File: src/hw/rtl/hlc_pkg.sv
`timescale 1ns / 1ps
`default_nettype none

package hlc_pkg;

    // Default sizes of the history store
    localparam int DEPTH_DEF        = 16;
    localparam int HANDLE_WIDTH_DEF = 32;

    // Fixed field widths of the channels
    localparam int ACTION_W = 3;
    localparam int PAGE_W   = 32;
    localparam int POS_W    = 5;
    localparam int STATUS_W = 3;

    // Action codes
    localparam logic [ACTION_W-1:0] ACT_VISIT   = 3'd0;
    localparam logic [ACTION_W-1:0] ACT_BACK    = 3'd1;
    localparam logic [ACTION_W-1:0] ACT_FORWARD = 3'd2;
    localparam logic [ACTION_W-1:0] ACT_CURRENT = 3'd3;
    localparam logic [ACTION_W-1:0] ACT_OPEN    = 3'd4;
    localparam logic [ACTION_W-1:0] ACT_REMOVE  = 3'd5;
    localparam logic [ACTION_W-1:0] ACT_READ    = 3'd6;
    localparam logic [ACTION_W-1:0] ACT_CLEAR   = 3'd7;

    // Status codes
    localparam logic [STATUS_W-1:0] ST_OK     = 3'd0;
    localparam logic [STATUS_W-1:0] ST_EMPTY  = 3'd1;
    localparam logic [STATUS_W-1:0] ST_OLDEST = 3'd2;
    localparam logic [STATUS_W-1:0] ST_NEWEST = 3'd3;
    localparam logic [STATUS_W-1:0] ST_BADIDX = 3'd4;
    localparam logic [STATUS_W-1:0] ST_FULL   = 3'd5;

endpackage

`default_nettype wire

File: src/hw/rtl/hlc_ram.sv
`timescale 1ns / 1ps
`default_nettype none

module hlc_ram #(
    parameter int DEPTH        = hlc_pkg::DEPTH_DEF,
    parameter int HANDLE_WIDTH = hlc_pkg::HANDLE_WIDTH_DEF,
    localparam int AW          = $clog2(DEPTH)
) (
    input  wire logic                    clk,
    input  wire logic                    wr_en,
    input  wire logic [AW-1:0]           wr_addr,
    input  wire logic [HANDLE_WIDTH-1:0] wr_data,
    input  wire logic                    rd_en,
    input  wire logic [AW-1:0]           rd_addr,
    output logic      [HANDLE_WIDTH-1:0] rd_data
);

    logic [HANDLE_WIDTH-1:0] mem [DEPTH];
    logic [HANDLE_WIDTH-1:0] rd_data_reg;

    always_ff @(posedge clk)
    begin
        if (wr_en)
        begin
            mem[wr_addr] <= wr_data;
        end
    end

    // Hold read data until the next read
    always_ff @(posedge clk)
    begin
        if (rd_en)
        begin
            rd_data_reg <= mem[rd_addr];
        end
    end

    assign rd_data = rd_data_reg;

endmodule

`default_nettype wire

File: src/hw/rtl/history_list_with_cursor.sv
`timescale 1ns / 1ps
`default_nettype none

// Bounded page history with a cursor, as kept by a browser's back/forward list.
// Input channel (in_valid/in_stall) carries one action beat: action, page, position.
// Output channel (out_valid/out_stall) returns exactly one result beat per action:
// status, page_out, cursor_out, count_out.
// Handles live in a single-port-write, single-port-read memory with registered read.
// An action beat passes through the EXEC and RESULT states to the output register;
// the block takes the next action only once it is back in IDLE. A remove that moves
// entries also steps through SHIFT for each entry moved down, then FETCH to read the
// current page again, since the one memory read port serves both the shift and the page lookup.
// in_stall is high while an action is in flight. A finished result waits in the
// output register while the receiver stalls; the block still takes the next action
// and holds that one's result until the register frees up.
// Reset empties the list (count and cursor go to zero) and drops any pending result;
// the memory is not cleared, since only entries below count are ever returned.
module history_list_with_cursor #(
    parameter int DEPTH        = hlc_pkg::DEPTH_DEF,
    parameter int HANDLE_WIDTH = hlc_pkg::HANDLE_WIDTH_DEF
) (
    input  wire logic                          clk,
    input  wire logic                          rst_n,
    input  wire logic                          in_valid,
    output logic                               in_stall,
    input  wire logic [hlc_pkg::ACTION_W-1:0]  action,
    input  wire logic [hlc_pkg::PAGE_W-1:0]    page,
    input  wire logic [hlc_pkg::POS_W-1:0]     position,
    output logic                               out_valid,
    input  wire logic                          out_stall,
    output logic      [hlc_pkg::STATUS_W-1:0]  status,
    output logic      [hlc_pkg::PAGE_W-1:0]    page_out,
    output logic      [hlc_pkg::POS_W-1:0]     cursor_out,
    output logic      [hlc_pkg::POS_W-1:0]     count_out
);

    localparam int CURW = $clog2(DEPTH);
    localparam int CNTW = $clog2(DEPTH + 1);
    localparam int PW   = hlc_pkg::POS_W;
    localparam int PGW  = hlc_pkg::PAGE_W;
    localparam int CMPW = (CNTW > PW) ? CNTW : PW;

    localparam logic [2:0] S_IDLE   = 3'd0;
    localparam logic [2:0] S_EXEC   = 3'd1;
    localparam logic [2:0] S_SHIFT  = 3'd2;
    localparam logic [2:0] S_FETCH  = 3'd3;
    localparam logic [2:0] S_RESULT = 3'd4;

    // control state
    logic [2:0]      state_reg, state_next;
    logic [CNTW-1:0] count_reg, count_next;
    logic [CURW-1:0] cursor_reg, cursor_next;
    logic            out_valid_reg, out_valid_next;

    // payload state
    logic [hlc_pkg::ACTION_W-1:0] act_reg, act_next;
    logic [HANDLE_WIDTH-1:0]      page_reg, page_next;
    logic [PW-1:0]                pos_reg, pos_next;
    logic [hlc_pkg::STATUS_W-1:0] st_reg, st_next;
    logic                         zero_reg, zero_next;
    logic                         direct_reg, direct_next;
    logic [CURW-1:0]              ptr_reg, ptr_next;
    logic [hlc_pkg::STATUS_W-1:0] out_status_reg, out_status_next;
    logic [PGW-1:0]               out_page_reg, out_page_next;
    logic [PW-1:0]                out_cursor_reg, out_cursor_next;
    logic [PW-1:0]                out_count_reg, out_count_next;

    // memory port
    logic                    wr_en;
    logic [CURW-1:0]         wr_addr;
    logic [HANDLE_WIDTH-1:0] wr_data;
    logic                    rd_en;
    logic [CURW-1:0]         rd_addr;
    logic [HANDLE_WIDTH-1:0] rd_data;

    // action decode
    logic [CMPW-1:0]              pos_w;
    logic                         idx_ok;
    logic [CURW-1:0]              idx;
    logic [CNTW-1:0]              idx_p1;
    logic [CNTW-1:0]              cur_p1;
    logic [hlc_pkg::STATUS_W-1:0] x_status;
    logic [CNTW-1:0]              x_count;
    logic [CURW-1:0]              x_cursor;
    logic                         x_zero;
    logic                         x_direct;
    logic                         x_wr;
    logic                         x_shift;
    logic [CURW-1:0]              x_rd_addr;

    logic            in_accept;
    logic            out_free;
    logic [CURW-1:0] ptr_inc;
    logic            shift_more;
    logic [HANDLE_WIDTH-1:0] shown;

    hlc_ram #(
        .DEPTH        (DEPTH),
        .HANDLE_WIDTH (HANDLE_WIDTH)
    ) u_ram (
        .clk     (clk),
        .wr_en   (wr_en),
        .wr_addr (wr_addr),
        .wr_data (wr_data),
        .rd_en   (rd_en),
        .rd_addr (rd_addr),
        .rd_data (rd_data)
    );

    assign in_stall  = (state_reg != S_IDLE);
    assign in_accept = in_valid && !in_stall;
    assign out_free  = !out_valid_reg || !out_stall;

    assign pos_w  = CMPW'(pos_reg);
    assign idx_ok = (pos_reg != '0) && (pos_w <= CMPW'(count_reg));
    assign idx    = CURW'(pos_w - CMPW'(1));
    assign idx_p1 = CNTW'(idx) + CNTW'(1);
    assign cur_p1 = CNTW'(cursor_reg) + CNTW'(1);

    // Work out the new list state for the held action
    always_comb
    begin
        x_status  = hlc_pkg::ST_OK;
        x_count   = count_reg;
        x_cursor  = cursor_reg;
        x_zero    = 1'b0;
        x_direct  = 1'b0;
        x_wr      = 1'b0;
        x_shift   = 1'b0;
        x_rd_addr = cursor_reg;
        unique case (act_reg)
            hlc_pkg::ACT_VISIT:
            begin
                if (count_reg != '0 && cur_p1 >= CNTW'(DEPTH))
                begin
                    x_status = hlc_pkg::ST_FULL;
                end
                else
                begin
                    // drop forward entries, append after the cursor
                    x_wr     = 1'b1;
                    x_direct = 1'b1;
                    x_cursor = (count_reg == '0) ? '0 : CURW'(cur_p1);
                    x_count  = (count_reg == '0) ? CNTW'(1) : cur_p1 + CNTW'(1);
                end
            end
            hlc_pkg::ACT_BACK:
            begin
                if (count_reg == '0)
                begin
                    x_status = hlc_pkg::ST_EMPTY;
                end
                else if (cursor_reg == '0)
                begin
                    x_status = hlc_pkg::ST_OLDEST;
                end
                else
                begin
                    x_cursor = cursor_reg - CURW'(1);
                end
            end
            hlc_pkg::ACT_FORWARD:
            begin
                if (count_reg == '0)
                begin
                    x_status = hlc_pkg::ST_EMPTY;
                end
                else if (cur_p1 >= count_reg)
                begin
                    x_status = hlc_pkg::ST_NEWEST;
                end
                else
                begin
                    x_cursor = CURW'(cur_p1);
                end
            end
            hlc_pkg::ACT_CURRENT:
            begin
                if (count_reg == '0)
                begin
                    x_status = hlc_pkg::ST_EMPTY;
                end
            end
            hlc_pkg::ACT_OPEN:
            begin
                if (!idx_ok)
                begin
                    x_status = hlc_pkg::ST_BADIDX;
                end
                else
                begin
                    x_cursor = idx;
                end
            end
            hlc_pkg::ACT_REMOVE:
            begin
                if (!idx_ok)
                begin
                    x_status = hlc_pkg::ST_BADIDX;
                end
                else
                begin
                    if (cursor_reg == idx)
                    begin
                        if (idx_p1 < count_reg)
                        begin
                            x_cursor = idx;
                        end
                        else if (idx != '0)
                        begin
                            x_cursor = idx - CURW'(1);
                        end
                        else
                        begin
                            x_cursor = '0;
                        end
                    end
                    else if (cursor_reg > idx)
                    begin
                        x_cursor = cursor_reg - CURW'(1);
                    end
                    x_count = count_reg - CNTW'(1);
                    if (x_count == '0)
                    begin
                        x_cursor = '0;
                    end
                    // later entries move down one slot each
                    x_shift = (idx_p1 < count_reg);
                end
            end
            hlc_pkg::ACT_READ:
            begin
                if (!idx_ok)
                begin
                    x_status = hlc_pkg::ST_BADIDX;
                end
            end
            hlc_pkg::ACT_CLEAR:
            begin
                x_count  = '0;
                x_cursor = '0;
            end
            default:
            begin
                x_status = hlc_pkg::ST_OK;
            end
        endcase

        if (act_reg == hlc_pkg::ACT_READ)
        begin
            x_zero    = !idx_ok;
            x_rd_addr = idx;
        end
        else
        begin
            x_zero    = (x_count == '0);
            x_rd_addr = x_shift ? CURW'(idx_p1) : x_cursor;
        end
    end

    assign ptr_inc    = ptr_reg + CURW'(1);
    assign shift_more = (CNTW'(ptr_reg) + CNTW'(1)) < count_reg;

    always_comb
    begin
        wr_en   = 1'b0;
        wr_addr = ptr_reg;
        wr_data = rd_data;
        rd_en   = 1'b0;
        rd_addr = cursor_reg;
        unique case (state_reg)
            S_EXEC:
            begin
                wr_en   = x_wr;
                wr_addr = x_cursor;
                wr_data = page_reg;
                rd_en   = 1'b1;
                rd_addr = x_rd_addr;
            end
            S_SHIFT:
            begin
                wr_en   = 1'b1;
                rd_en   = shift_more;
                rd_addr = ptr_inc + CURW'(1);
            end
            S_FETCH:
            begin
                rd_en = 1'b1;
            end
            default:
            begin
                rd_en = 1'b0;
            end
        endcase
    end

    assign shown = zero_reg ? '0 : (direct_reg ? page_reg : rd_data);

    // Sequencer
    always_comb
    begin
        state_next      = state_reg;
        count_next      = count_reg;
        cursor_next     = cursor_reg;
        out_valid_next  = out_valid_reg && out_stall;
        act_next        = act_reg;
        page_next       = page_reg;
        pos_next        = pos_reg;
        st_next         = st_reg;
        zero_next       = zero_reg;
        direct_next     = direct_reg;
        ptr_next        = ptr_reg;
        out_status_next = out_status_reg;
        out_page_next   = out_page_reg;
        out_cursor_next = out_cursor_reg;
        out_count_next  = out_count_reg;
        unique case (state_reg)
            S_IDLE:
            begin
                if (in_accept)
                begin
                    act_next   = action;
                    page_next  = HANDLE_WIDTH'(page);
                    pos_next   = position;
                    state_next = S_EXEC;
                end
            end
            S_EXEC:
            begin
                count_next  = x_count;
                cursor_next = x_cursor;
                st_next     = x_status;
                zero_next   = x_zero;
                direct_next = x_direct;
                ptr_next    = idx;
                state_next  = x_shift ? S_SHIFT : S_RESULT;
            end
            S_SHIFT:
            begin
                ptr_next = ptr_inc;
                if (!shift_more)
                begin
                    state_next = S_FETCH;
                end
            end
            S_FETCH:
            begin
                state_next = S_RESULT;
            end
            S_RESULT:
            begin
                if (out_free)
                begin
                    out_valid_next  = 1'b1;
                    out_status_next = st_reg;
                    out_page_next   = PGW'(shown);
                    out_cursor_next = (count_reg == '0) ? '0 : PW'(CNTW'(cursor_reg) + CNTW'(1));
                    out_count_next  = PW'(count_reg);
                    state_next      = S_IDLE;
                end
            end
            default:
            begin
                state_next = S_IDLE;
            end
        endcase
    end

    always_ff @(posedge clk or negedge rst_n)
    begin
        if (!rst_n)
        begin
            state_reg     <= S_IDLE;
            count_reg     <= '0;
            cursor_reg    <= '0;
            out_valid_reg <= 1'b0;
        end
        else
        begin
            state_reg     <= state_next;
            count_reg     <= count_next;
            cursor_reg    <= cursor_next;
            out_valid_reg <= out_valid_next;
        end
    end

    always_ff @(posedge clk)
    begin
        act_reg        <= act_next;
        page_reg       <= page_next;
        pos_reg        <= pos_next;
        st_reg         <= st_next;
        zero_reg       <= zero_next;
        direct_reg     <= direct_next;
        ptr_reg        <= ptr_next;
        out_status_reg <= out_status_next;
        out_page_reg   <= out_page_next;
        out_cursor_reg <= out_cursor_next;
        out_count_reg  <= out_count_next;
    end

    assign out_valid  = out_valid_reg;
    assign status     = out_status_reg;
    assign page_out   = out_page_reg;
    assign cursor_out = out_cursor_reg;
    assign count_out  = out_count_reg;

endmodule

`default_nettype wire
File: config.mk
export PLATFORM = sky130hd
export DESIGN_NAME = history_list_with_cursor
export DESIGN_NICKNAME = d
export VERILOG_FILES = /design/src/hw/rtl/hlc_pkg.sv /design/src/hw/rtl/hlc_ram.sv /design/src/hw/rtl/history_list_with_cursor.sv
export SDC_FILE = /design/constraint.sdc
export NUM_CORES = 1
export LEC_CHECK = 0
export ABC_AREA = 0
export ABC_CLOCK_PERIOD_IN_PS = 11200
export BUFFER_PORTS_ARGS = -buffer_cell sky130_fd_sc_hd__buf_2
export CAP_MARGIN = 20
export CORE_UTILIZATION = 52
export DETAILED_ROUTE_END_ITERATION = 10
export HOLD_SLACK_MARGIN = 0.1
export PLACE_DENSITY = 0.69
export SLEW_MARGIN = 30
export SYNTH_ARGS = -nofsm -noshare
export SYNTH_HDL_FRONTEND = slang
export SYNTH_HIERARCHICAL = 1
export SYNTH_SLANG_ARGS = --single-unit
File: constraint.sdc
create_clock -name clk -period 11.2 [get_ports clk]
set_input_delay 1.12 -clock clk [delete_from_list [all_inputs] [get_ports clk]]
set_output_delay 1.12 -clock clk [all_outputs]
set_load 0.05 [all_outputs]
==> metrics <==
status finished, final reports clean; # nets final 1689; Max VDD drop 0.000206 V; unrepaired setup endpoints after global routing no; Root Driver clkbuf_16; P_sw 3.31 mW; Initial Util 52.8%; Critical Path Source pos_reg[0]$_DFFE_PP_; DR DRC count 0; synth unique cells 65; Arrival @ worst endpoint 6790 ps; Mapped Nets 1571; worst path required time 11540 ps; first-pass GRT wire length 90400 um; clock latency at the later pin of the worst-skew pair 590 ps; hpwl dp 31600 um; post-synthesis async set-or-reset flop share 2.00%; Net Sw Frac 35.3%; crit share post-route 57.6%; Post-Syn Area 0.0266 mm2; Internal 6.05 mW; GRT Resource Usage Total 23.6%; hold path cells 0; Reg2Reg Setup Slack 4750 ps; row count 82; vias in the first global route 14205; Logic pwr share 37.7%; maxcap violations 0; dpl cells 2211; Via density 6.10; final setup fails 0; Ports 91; Core ar. 0.0503 mm2; Finished Layout Cells 2332; min Tclk post-route 6450 ps; Max Clock Freq 0.155 GHz; post-CTS sizing 0; die extent in y 228 um; Post-CTS Hold Fix Bufs 0; I/O Buffers 90; Fin Setup TNS 0 ps; post-CTS setup buffer count 0; min-delay worst type register to register; area delta synth->final 13.5%; Final Slew Violations 0; worst r2r path cells 19; CTS Buffer Depth 3; Initial DRC Count 1681; share of cells above drive strength 1 22.8%; Worst setup EP type register; gpl congestion 0.921; Primary FF master, synth edfxtp_1; Die Wd 228 um; Largest Register u_ram/mem; Avg Cell Area, Syn 17.8 um2; CP Class register to register; GRT overflow 0; die area 0.0520 mm2; Final ANT Viol Nets 0; total power draw 9.35 mW; Sequential Power Share 38.9%; Mapped Cells 1491; Synth Warn # 6; final hold vios 0; fraction of the yosys area taken by sequential cells 73.4%; cts bufs inserted 68; leakage power total 10.2 nW; clock network fraction of design power 23.4%; EDFF count, synth 638; vias 14236; CTS H-tree lvls 3; power density cells 310 mW/mm2; post-DR wirelength/cell 25.8 um; Worst Setup EP u_ram/rd_data[13]$_DFFE_PP_; CTS clock-pin slew for the worst setup and hold paths 60 ps; reg2reg start pos_reg[0]$_DFFE_PP_; CTS tree done; n_diodes 0; Worst Skew 17.4 ps; number of flip-flops in the largest register 512; CP startpoint kind register; largest net degree at the start of global routing 76; antenna violations before repair 0; Reg-to-Reg End u_ram/rd_data[13]$_DFFE_PP_; Worst slew margin 40.9%; post-synthesis register bit count 651; Pre-antenna DRT Iters 5; TritonCTS Sinks 651; total wire length 60200 um; Max FO, Critical Path 75; worst-margin pin slew 879 ps
[Yosys cell counts, types with 4 or more instances]
cell / n / area share, %
mux2i_1: 35 / 1.3
nor3_1: 17 / 0.32
buf_4: 9 / 0.25
a22oi_1: 67 / 1.9
buf_1: 16 / 0.23
a31oi_1: 5 / 0.12
or3_1: 4 / 0.094
and2_1: 4 / 0.094
nand3_1: 12 / 0.23
nand2b_1: 7 / 0.16
o22ai_1: 7 / 0.16
nand2_1: 167 / 2.4
inv_1: 23 / 0.33
ha_1: 36 / 1.7
nand3b_1: 6 / 0.17
a21oi_1: 30 / 0.57
clkbuf_1: 41 / 0.58
edfxtp_1: 638 / 72
a221oi_1: 4 / 0.13
mux4_2: 128 / 11
o21ai_0: 29 / 0.55
dfrtp_1: 13 / 1.2
a21o_1: 7 / 0.20
nand4_1: 5 / 0.12
xor2_1: 9 / 0.30
and3_1: 6 / 0.14
buf_2: 12 / 0.23
xnor2_1: 13 / 0.43
nor2b_1: 4 / 0.094
nor2_1: 81 / 1.1
[how the worst min path moves through the flow]
stage,startpoint,endpoint
after detailed placement,st_reg[0]$_DFFE_PP_,status[0]$_DFFE_PP_
after global routing,st_reg[2]$_DFFE_PP_,status[2]$_DFFE_PP_
after CTS,rst_n,cursor_reg[2]$_DFFE_PN0P_
after global placement,st_reg[2]$_DFFE_PP_,status[2]$_DFFE_PP_
final,st_reg[2]$_DFFE_PP_,status[2]$_DFFE_PP_
after floorplan,st_reg[0]$_DFFE_PP_,status[0]$_DFFE_PP_
[critical path: stages (launching register included)]
cell and delay (ps):
edfxtp_1 610, inv_1 250, ha_1 280, xnor2_1 700, or3_1 260, xnor2_1 80
ha_1 300, o21ai_0 70, a21oi_1 70, o21a_1 240, or4_1 470, o21ai_0 80
o21ai_0 90, a31oi_1 310, a311o_2 230, buf_4 620, buf_6 700, mux4_2 440
a22oi_1 250, nand2_1 70
[cell families (layout without fill, tap and decap cells)]
logic type               after synthesis  count (layout)  share of synthesized area, %
AO/OA/AOI/OAI                        186             186                          4.80
XOR/XNOR                              22              22                         0.726
multiplexers                         164             164                          12.2
buffers and inverters                105             274                          1.73
AND/OR/NAND/NOR                      327             327                          5.45
adder cells (fa/ha/maj)               36              36                          1.70
flip-flops                           651             651                          73.4
[final cells by class]
type | count | area, um2
Fill cell | 3592 | 20100
Tap cell | 672 | 841
Clock buffer | 84 | 1800
Clock inverter | 37 | 349
Multi-Input combinational cell | 735 | 6780
Inverter | 24 | 90.1
Sequential cell | 651 | 19500
Timing Repair Buffer | 129 | 806
[stage by stage]
stage               hold WS (ps)  worst slack [ps]  utilization [%]  cell area [um2]
finish                       421              4750             60.0            30200
global route                 435              4270             60.0            30200
CTS                          417              4750             60.0            30200
detailed placement           411              4800             55.7            28000
global placement             408              4740             55.5            27900
floorplan                    400              4810                -            26600
[per-layer routing]
metal  wire length, um  track usage [%]
met1             25100             34.2
met3              4410             3.28
met2             29700             38.0
met4               983             6.29
met5                 0                0
[cell usage in the layout, fill, tap and decap left out, types with 3 or more instances in the layout]
master | Yosys | routed
a21o_1 | 7 | 7
a21oi_1 | 30 | 29
a221oi_1 | 4 | 4
a22oi_1 | 67 | 67
a31oi_1 | 5 | 5
and2_1 | 4 | 4
and3_1 | 6 | 6
buf_2 | 12 | 90
buf_4 | 9 | 32
buf_6 | 2 | 4
bufinv_16 | 0 | 6
clkbuf_1 | 41 | 14
clkbuf_16 | 0 | 70
clkinv_1 | 1 | 18
clkinv_2 | 0 | 5
dfrtp_1 | 13 | 13
edfxtp_1 | 638 | 638
ha_1 | 36 | 36
inv_1 | 23 | 23
inv_6 | 0 | 5
mux2i_1 | 35 | 35
mux4_2 | 128 | 128
nand2_1 | 167 | 166
nand2b_1 | 7 | 7
nand3_1 | 12 | 12
nand3b_1 | 6 | 6
nand4_1 | 5 | 5
nor2_1 | 81 | 67
nor2_4 | 0 | 14
nor3_1 | 17 | 13
nor3_2 | 0 | 4
o211ai_1 | 3 | 3
o21a_1 | 3 | 3
o21ai_0 | 29 | 29
o22ai_1 | 7 | 7
o41ai_1 | 3 | 3
or3_1 | 4 | 4
xnor2_1 | 13 | 13
xor2_1 | 9 | 9
[power by group through the flow]
stage                     Sequential [mW]  Clock (mW)  Combinational (mW)
after floorplan                      3.76           0                2.43
after global placement               3.69           0                3.38
after detailed placement             3.68           0                3.54
after CTS                            3.63        2.22                3.55
after global routing                 3.66        2.32                3.84
final                                3.63        2.19                3.53
No activity file was read; power rests on OpenSTA's default activity.
